## src/rtl/rda_pkg.sv

```systemverilog
// Package with the recurrence codes and calendar helper functions for the date advance core.
`default_nettype none

package rda_pkg;

  localparam int unsigned DayW   = 5;
  localparam int unsigned MonthW = 4;
  localparam int unsigned YearW  = 14;
  localparam int unsigned CodeW  = 3;

  // Multiplicative inverse of 25 modulo 2**YearW, and the largest product that
  // marks a multiple of 25 (floor((2**YearW - 1) / 25)).
  localparam logic [YearW-1:0] Inv25   = YearW'(7209);
  localparam logic [YearW-1:0] Lim25   = YearW'(((1 << YearW) - 1) / 25);

  typedef enum logic [CodeW-1:0] {
    PER_WEEKLY      = 3'd0,
    PER_FORTNIGHTLY = 3'd1,
    PER_MONTHLY     = 3'd2,
    PER_QUARTERLY   = 3'd3,
    PER_YEARLY      = 3'd4
  } period_e;

  typedef enum logic [MonthW-1:0] {
    MON_JAN = 4'd1,
    MON_FEB = 4'd2,
    MON_APR = 4'd4,
    MON_JUN = 4'd6,
    MON_SEP = 4'd9,
    MON_NOV = 4'd11,
    MON_DEC = 4'd12
  } month_e;

  // Gregorian leap rule. A multiple of 100 is a multiple of 4 and of 25, and a
  // multiple of 400 is a multiple of 16 and of 25. Divisibility by 25 uses the
  // odd-divisor inverse test, a single constant multiply.
  function automatic logic is_leap(input logic [YearW-1:0] year);
    logic [YearW-1:0] prod;
    logic             div25;
    prod  = YearW'(year * Inv25);
    div25 = (prod <= Lim25);
    return ((year[1:0] == 2'd0) && !div25) || ((year[3:0] == 4'd0) && div25);
  endfunction

  // Length of a month, 1 to 12; other codes give zero.
  function automatic logic [DayW-1:0] days_in(input logic [MonthW-1:0] month,
                                              input logic leap);
    logic [DayW-1:0] len;
    unique case (month)
      MON_FEB:                          len = leap ? DayW'(29) : DayW'(28);
      MON_APR, MON_JUN, MON_SEP, MON_NOV: len = DayW'(30);
      4'd1, 4'd3, 4'd5, 4'd7, 4'd8, 4'd10, 4'd12: len = DayW'(31);
      default:                          len = '0;
    endcase
    return len;
  endfunction

endpackage

`default_nettype wire

```

## src/rtl/rda_step.sv

```systemverilog
// Combinational next-occurrence computation for one registered date request.
`default_nettype none

module rda_step import rda_pkg::*; (
  input  wire logic [DayW-1:0]   day_i,
  input  wire logic [MonthW-1:0] month_i,
  input  wire logic [YearW-1:0]  year_i,
  input  wire logic [CodeW-1:0]  code_i,
  output logic      [DayW-1:0]   day_o,
  output logic      [MonthW-1:0] month_o,
  output logic      [YearW-1:0]  year_o
);

  logic [YearW-1:0]  year_inc;
  logic              leap_cur;
  logic              leap_inc;
  logic              date_ok;
  logic [DayW:0]     day_sum;
  logic [DayW-1:0]   dim;
  logic [MonthW:0]   month_sum;
  logic [MonthW-1:0] month_new;
  logic              wrap;

  // Both leap flags are formed in parallel so no step waits on the increment.
  assign year_inc = year_i + YearW'(1);
  assign leap_cur = is_leap(year_i);
  assign leap_inc = is_leap(year_inc);
  assign date_ok  = (day_i != '0) && (month_i >= MonthW'(1)) && (month_i <= MON_DEC);

  always_comb begin
    day_o     = day_i;
    month_o   = month_i;
    year_o    = year_i;
    day_sum   = '0;
    dim       = '0;
    month_sum = '0;
    month_new = '0;
    wrap      = 1'b0;
    if (date_ok) begin
      case (code_i)
        PER_WEEKLY, PER_FORTNIGHTLY: begin
          day_sum = {1'b0, day_i} + ((code_i == PER_WEEKLY) ? (DayW+1)'(7) : (DayW+1)'(14));
          dim     = days_in(month_i, leap_cur);
          day_o   = day_sum[DayW-1:0];
          if (day_sum > {1'b0, dim}) begin
            day_o = DayW'(day_sum - {1'b0, dim});
            if (month_i == MON_DEC) begin
              month_o = MON_JAN;
              year_o  = year_inc;
            end else begin
              month_o = month_i + MonthW'(1);
            end
          end
        end
        PER_MONTHLY, PER_QUARTERLY: begin
          month_sum = {1'b0, month_i} +
                      ((code_i == PER_MONTHLY) ? (MonthW+1)'(1) : (MonthW+1)'(3));
          wrap      = (month_sum > (MonthW+1)'(12));
          month_new = wrap ? MonthW'(month_sum - (MonthW+1)'(12)) : month_sum[MonthW-1:0];
          dim       = days_in(month_new, wrap ? leap_inc : leap_cur);
          month_o   = month_new;
          year_o    = wrap ? year_inc : year_i;
          day_o     = (day_i > dim) ? dim : day_i;
        end
        PER_YEARLY: begin
          dim    = days_in(month_i, leap_inc);
          year_o = year_inc;
          day_o  = (day_i > dim) ? dim : day_i;
        end
        default: begin
          day_o = day_i;
        end
      endcase
    end
  end

endmodule

`default_nettype wire

```

## src/rtl/recurring_date_advance_core.sv

```systemverilog
// Top level of the recurring date advance core: request register, date step, result register.
// An accepted request passes from the request register through the date step into the result register.
// Throughput: one request per cycle while out_stall_i is low; a stalled result holds the flow.
// A waiting result does not block intake while the request register is free to move.
// Reset: rst_ni clears both valid flags asynchronously; payload registers are not reset.
`default_nettype none

module recurring_date_advance_core import rda_pkg::*; (
  input  wire logic              clk_i,
  input  wire logic              rst_ni,
  input  wire logic              in_valid_i,
  output logic                   in_stall_o,
  input  wire logic [DayW-1:0]   start_day_i,
  input  wire logic [MonthW-1:0] start_month_i,
  input  wire logic [YearW-1:0]  start_year_i,
  input  wire logic [CodeW-1:0]  period_code_i,
  output logic                   out_valid_o,
  input  wire logic              out_stall_i,
  output logic      [DayW-1:0]   next_day_o,
  output logic      [MonthW-1:0] next_month_o,
  output logic      [YearW-1:0]  next_year_o
);

  // Request register stage.
  logic              req_valid_q;
  logic [DayW-1:0]   req_day_q;
  logic [MonthW-1:0] req_month_q;
  logic [YearW-1:0]  req_year_q;
  logic [CodeW-1:0]  req_code_q;

  // Result register stage.
  logic              res_valid_q;
  logic [DayW-1:0]   res_day_q;
  logic [MonthW-1:0] res_month_q;
  logic [YearW-1:0]  res_year_q;

  logic [DayW-1:0]   step_day;
  logic [MonthW-1:0] step_month;
  logic [YearW-1:0]  step_year;

  logic res_load;
  logic req_load;

  // The result register takes a new value when it is empty or its result is
  // being taken this cycle. The request register can move whenever the
  // result register can, so a full request register stalls only behind a
  // result that is itself stalled.
  assign res_load   = !res_valid_q || !out_stall_i;
  assign in_stall_o = req_valid_q && !res_load;
  assign req_load   = !in_stall_o;

  always_ff @(posedge clk_i or negedge rst_ni) begin
    if (!rst_ni) begin
      req_valid_q <= 1'b0;
    end else if (req_load) begin
      req_valid_q <= in_valid_i;
    end
  end

  always_ff @(posedge clk_i) begin
    if (req_load && in_valid_i) begin
      req_day_q   <= start_day_i;
      req_month_q <= start_month_i;
      req_year_q  <= start_year_i;
      req_code_q  <= period_code_i;
    end
  end

  // The whole date step for one request sits between the two registers.
  rda_step u_step (
    .day_i   (req_day_q),
    .month_i (req_month_q),
    .year_i  (req_year_q),
    .code_i  (req_code_q),
    .day_o   (step_day),
    .month_o (step_month),
    .year_o  (step_year)
  );

  always_ff @(posedge clk_i or negedge rst_ni) begin
    if (!rst_ni) begin
      res_valid_q <= 1'b0;
    end else if (res_load) begin
      res_valid_q <= req_valid_q;
    end
  end

  always_ff @(posedge clk_i) begin
    if (res_load && req_valid_q) begin
      res_day_q   <= step_day;
      res_month_q <= step_month;
      res_year_q  <= step_year;
    end
  end

  assign out_valid_o  = res_valid_q;
  assign next_day_o   = res_day_q;
  assign next_month_o = res_month_q;
  assign next_year_o  = res_year_q;

  // An accepted request is held in the request register on the next cycle.
  a_req_capture: assert property (@(posedge clk_i) disable iff (!rst_ni)
    (in_valid_i && !in_stall_o) |=> req_valid_q)
    else $error("accepted request not captured");

  // Intake stalls only behind a full result register whose result is stalled.
  a_stall_cause: assert property (@(posedge clk_i) disable iff (!rst_ni)
    in_stall_o |-> (req_valid_q && res_valid_q && out_stall_i))
    else $error("intake stalled without a blocked result");

  // A taken result with nothing behind it leaves the output empty.
  a_drain: assert property (@(posedge clk_i) disable iff (!rst_ni)
    (out_valid_o && !out_stall_i && !req_valid_q) |=> !out_valid_o)
    else $error("result repeated after it was taken");

  // A pending request moves into an empty result register on the next cycle.
  a_advance: assert property (@(posedge clk_i) disable iff (!rst_ni)
    (req_valid_q && !res_valid_q) |=> out_valid_o)
    else $error("pending request did not reach the result register");

endmodule

`default_nettype wire
```

## config.mk

```make
export PLATFORM = sky130hd
export DESIGN_NAME = recurring_date_advance_core
export DESIGN_NICKNAME = d
export VERILOG_FILES = /design/src/rtl/rda_pkg.sv /design/src/rtl/rda_step.sv /design/src/rtl/recurring_date_advance_core.sv
export SDC_FILE = /design/constraint.sdc
export NUM_CORES = 1
export LEC_CHECK = 0
export BUFFER_PORTS_ARGS = -buffer_cell sky130_fd_sc_hd__buf_2
export CAP_MARGIN = 20
export CORE_MARGIN = 1.5
export CORE_UTILIZATION = 45
export DETAILED_ROUTE_END_ITERATION = 10
export GPL_ROUTABILITY_DRIVEN = 0
export PLACE_DENSITY = 0.66
export RECOVER_POWER = 25
export SLEW_MARGIN = 30
export SYNTH_ARGS = -nofsm -noshare
export SYNTH_HDL_FRONTEND = slang
export SYNTH_SLANG_ARGS = --single-unit
```

## constraint.sdc

```tcl
create_clock -name clk_i -period 18.2 [get_ports clk_i]
set_clock_uncertainty 0.15 [all_clocks]
set_input_delay 0.91 -clock clk_i [delete_from_list [all_inputs] [get_ports clk_i]]
set_output_delay 0.91 -clock clk_i [all_outputs]
set_load 0.01 [all_outputs]
```

==> flow_summary_export.csv <==
group,metric,value,unit
finish,diodes,0,
clock_tree,htree_levels,2,
timing,slew_viol_final,0,
outcome,failed_checks,"max-capacitance violations",
floorplanning,io-pin-count,55,
pwr,p_per_area,90.4,nW/um2
clock_tree,cts_buffers,5,
clock_tree,postCtsHoldBufs,0,
routing,wire_per_inst,14.9,um
clock_tree,clockBufferDepth,2,
routing,wl,12300,um
clock_tree,cts.sinks,51,
place,dp_slack,10.12,ns
timing,final.period_utilization,44.8,%
synthesis,synth_edf_count,49,
global_routing,grt_pass1_wl,20700,um
flow_run,timing.max_cap.violations,1,
floorplanning,fp.dieW,117,um
worst_hold_path,hold_class,"in2async",
synthesis,synth_area_per_cell,9.72,um2
finish,nFillCells,1198,
timing,tightestPinTransition,1.48,ns
floorplanning,rows,41,
synthesis,seq_area_frac_synth,26.1,%
global_routing,grt_usage,19.4,%
synthesis,synthTopCellsByArea,"edfxtp_1 25%, ha_1 23%, fa_1 7.9%",
timing,rsz0062_at_grt,"false",
timing,setup_viol,0,
clock_tree,root_buffer,"clkbuf_16",
finish,multi_input_area,3840,um2
clock_tree,post_cts_buffers,0,
clock_tree,clkLatencyLatePin,0.30,ns
clock_tree,clkSlewWorstSetupHoldPaths,0.07,ns
synthesis,synth_top_area_cell,"edfxtp_1",
routing,dr.first_iter.drc_count,227,
synthesis,netlist_top_cells_count,"106 x ha_1, 92 x inv_1, 49 x edfxtp_1",
finish,drive_gt1_share,11.7,%
global_routing,grt_max_degree,27,
synthesis,ys_types,65,
floorplanning,die_height,117,um
critical_path,required,18.07,ns
synthesis,ys_seq_elements,51,
routing,vias,4338,
global_routing,grt_overflow,0,
place,dp_hpwl,10100,um
critical_path,worst_setup_path_end_kind,"flop",
timing,hold_viol,0,
critical_path,critPathKind,"reg2reg",
timing,final.min_clock_period,8.15,ns
timing,setup_ws,10.05,ns
synthesis,synthesis.nets,759,
global_routing,antenna_found_initial,0,
routing,vias_per_cell,5.28,
finish,instances_no_fill,822,
synthesis,ys.flop_type,"edfxtp_1",
critical_path,cp_max_fo,15,
synthesis,yosysTopAreaCellShare,25.2,%
place,placedCellCount,814,
clock_tree,tritoncts,"yes",
finish,area_growth,8.80,%
critical_path,rr_startpoint,"req_year_q[0]",
floorplanning,core_region_area,12600,um2
outcome,run_status,"complete, but fails checks",
clock_tree,post_cts_resized,0,
routing,antenna_left,0,
pwr,ir_worst_vdd,73.3,uV
critical_path,startpoint_type,"flop",
global_routing,first_global_vias,4357,
routing,drc,0,
timing,fin_setup_tns,0,ns
routing,firstDrtPassIters,6,
synthesis,synth_cells,600,
critical_path,cp_data_arrival_time,8.03,ns
pwr,power.static_leakage,0.00295,uW
finish,layout.nets,808,
timing,relSlewSlack,0.365,%
timing,fmax,123,MHz
finish,seqCellArea,1520,um2
pwr,power,574,uW
synthesis,ys_warn_count,0,
floorplanning,initial_utilization,46.2,%
critical_path,crit_start,"req_year_q[0]",
synthesis,synthesis.area,5830,um2
synthesis,synthArstFlopShare,3.92,%
place,io_buffers,54,
synthesis,synth_most_common_cell,"ha_1",
floorplanning,dieArea,13600,um2
cell usage in the layout (no fill, tap or decap), types with 2 or more instances in the layout:
cell / netlist / routed
ha_1: 106 / 106
inv_1: 92 / 92
buf_2: 1 / 49
edfxtp_1: 49 / 49
xnor2_1: 43 / 43
nand2_1: 35 / 35
nor2_1: 32 / 32
a21oi_1: 30 / 30
o21ai_0: 28 / 28
fa_1: 23 / 23
xor2_1: 11 / 11
nand3_1: 11 / 11
nor3_1: 8 / 8
a21o_1: 8 / 8
nand2b_1: 7 / 7
a211oi_1: 6 / 6
nand4_1: 6 / 6
a21boi_0: 6 / 6
nor2b_1: 6 / 6
o21a_1: 6 / 6
mux2i_1: 6 / 6
o22ai_1: 6 / 6
or3_1: 5 / 5
o221ai_1: 5 / 5
clkbuf_16: 0 / 5
clkbuf_1: 2 / 5
or2_2: 4 / 4
o31ai_1: 4 / 4
a31oi_1: 3 / 3
xnor3_1: 3 / 3
and2_1: 3 / 3
and3_4: 2 / 2
and3_1: 2 / 2
o21bai_1: 2 / 2
clkinvlp_4: 0 / 2
dfrtp_1: 2 / 2
buf_4: 3 / 2
cell families (layout without fill, tap and decap cells):
logic type	Yosys count	count (layout)	synth area share (%)
and+or+nand+nor	130	130	11.1
AOI/OAI and AO/OA	120	120	13.5
muxes	7	7	1.22
DFF	51	51	26.1
xor gates and xnor gates	57	57	9.27
adders and majority gates	129	129	30.6
buffers and inverters	106	156	8.09
per-stage QoR:
step	cell area [um2]	util (%)	hold slack, ns
floorplan	5830	-	0.293
global placement	6210	49.2	0.313
detailed placement	6210	49.2	0.325
CTS	6350	50.3	0.226
global route	6340	50.3	0.243
finish	6340	50.3	0.232
area by class of cell:
cell class,instances,share of cell area (%)
clock buffer,5,1.97
clock inverter,3,0.316
inverter,92,5.44
multi-input combinational,443,60.5
sequential,51,24.0
tap,172,3.39
timing repair buffer,56,4.40
per-layer routing:
layer / track usage [%] / share of wire (%)
met5: 0 / 0
met4: 2.33 / 0.71
met3: 3.55 / 4.8
met2: 32.4 / 47
met1: 27.1 / 48
sequential cells by signal, summed over array words and instances (netlist names):
name,cells
next_year_o,14
req_valid_q,1
next_day_o,5
out_valid_o,1
next_month_o,4
req_month_q,4
req_day_q,5
req_code_q,3
req_year_q,14
worst paths after layout:
kind	endpoint	slack (ns)	cells past startpoint
setup reg to reg	next_year_o[3]	10.05	25
hold / removal	req_valid_q	0.23	1
min in group clk_i	out_valid_o	0.34	1
setup / recovery	next_year_o[3]	10.05	25
hold reg to reg	out_valid_o	0.34	1
max in group asynchronous	out_valid_o	17.54	1
report_power, final:
| part | total (uW) | switching (uW) | internal (uW) |
|---|---|---|---|
| sequential | 152 | 11.2 | 141 |
| clock | 94.2 | 43.5 | 50.7 |
| combinational | 327 | 180 | 147 |
critical path, stage by stage, from the launching register on:
cell and delay, ns:
edfxtp_1 0.64, inv_1 0.28, ha_1 0.53, ha_1 0.32
fa_1 0.55, inv_1 0.06, fa_1 0.54, inv_1 0.05
ha_1 0.34, a21oi_1 0.15, o221ai_1 0.11, a211o_1 0.30
o41ai_1 0.63, o21ai_0 0.16, and2_1 0.21, ha_1 0.21
fa_1 0.44, nor2b_1 0.14, o21ai_0 0.11, a21boi_0 0.28
o22ai_1 0.13, nand2_1 0.42, a41o_1 0.30, o211a_1 0.47
nand3_1 0.16, xnor2_1 0.18
Power figures use the tool's default switching activity.
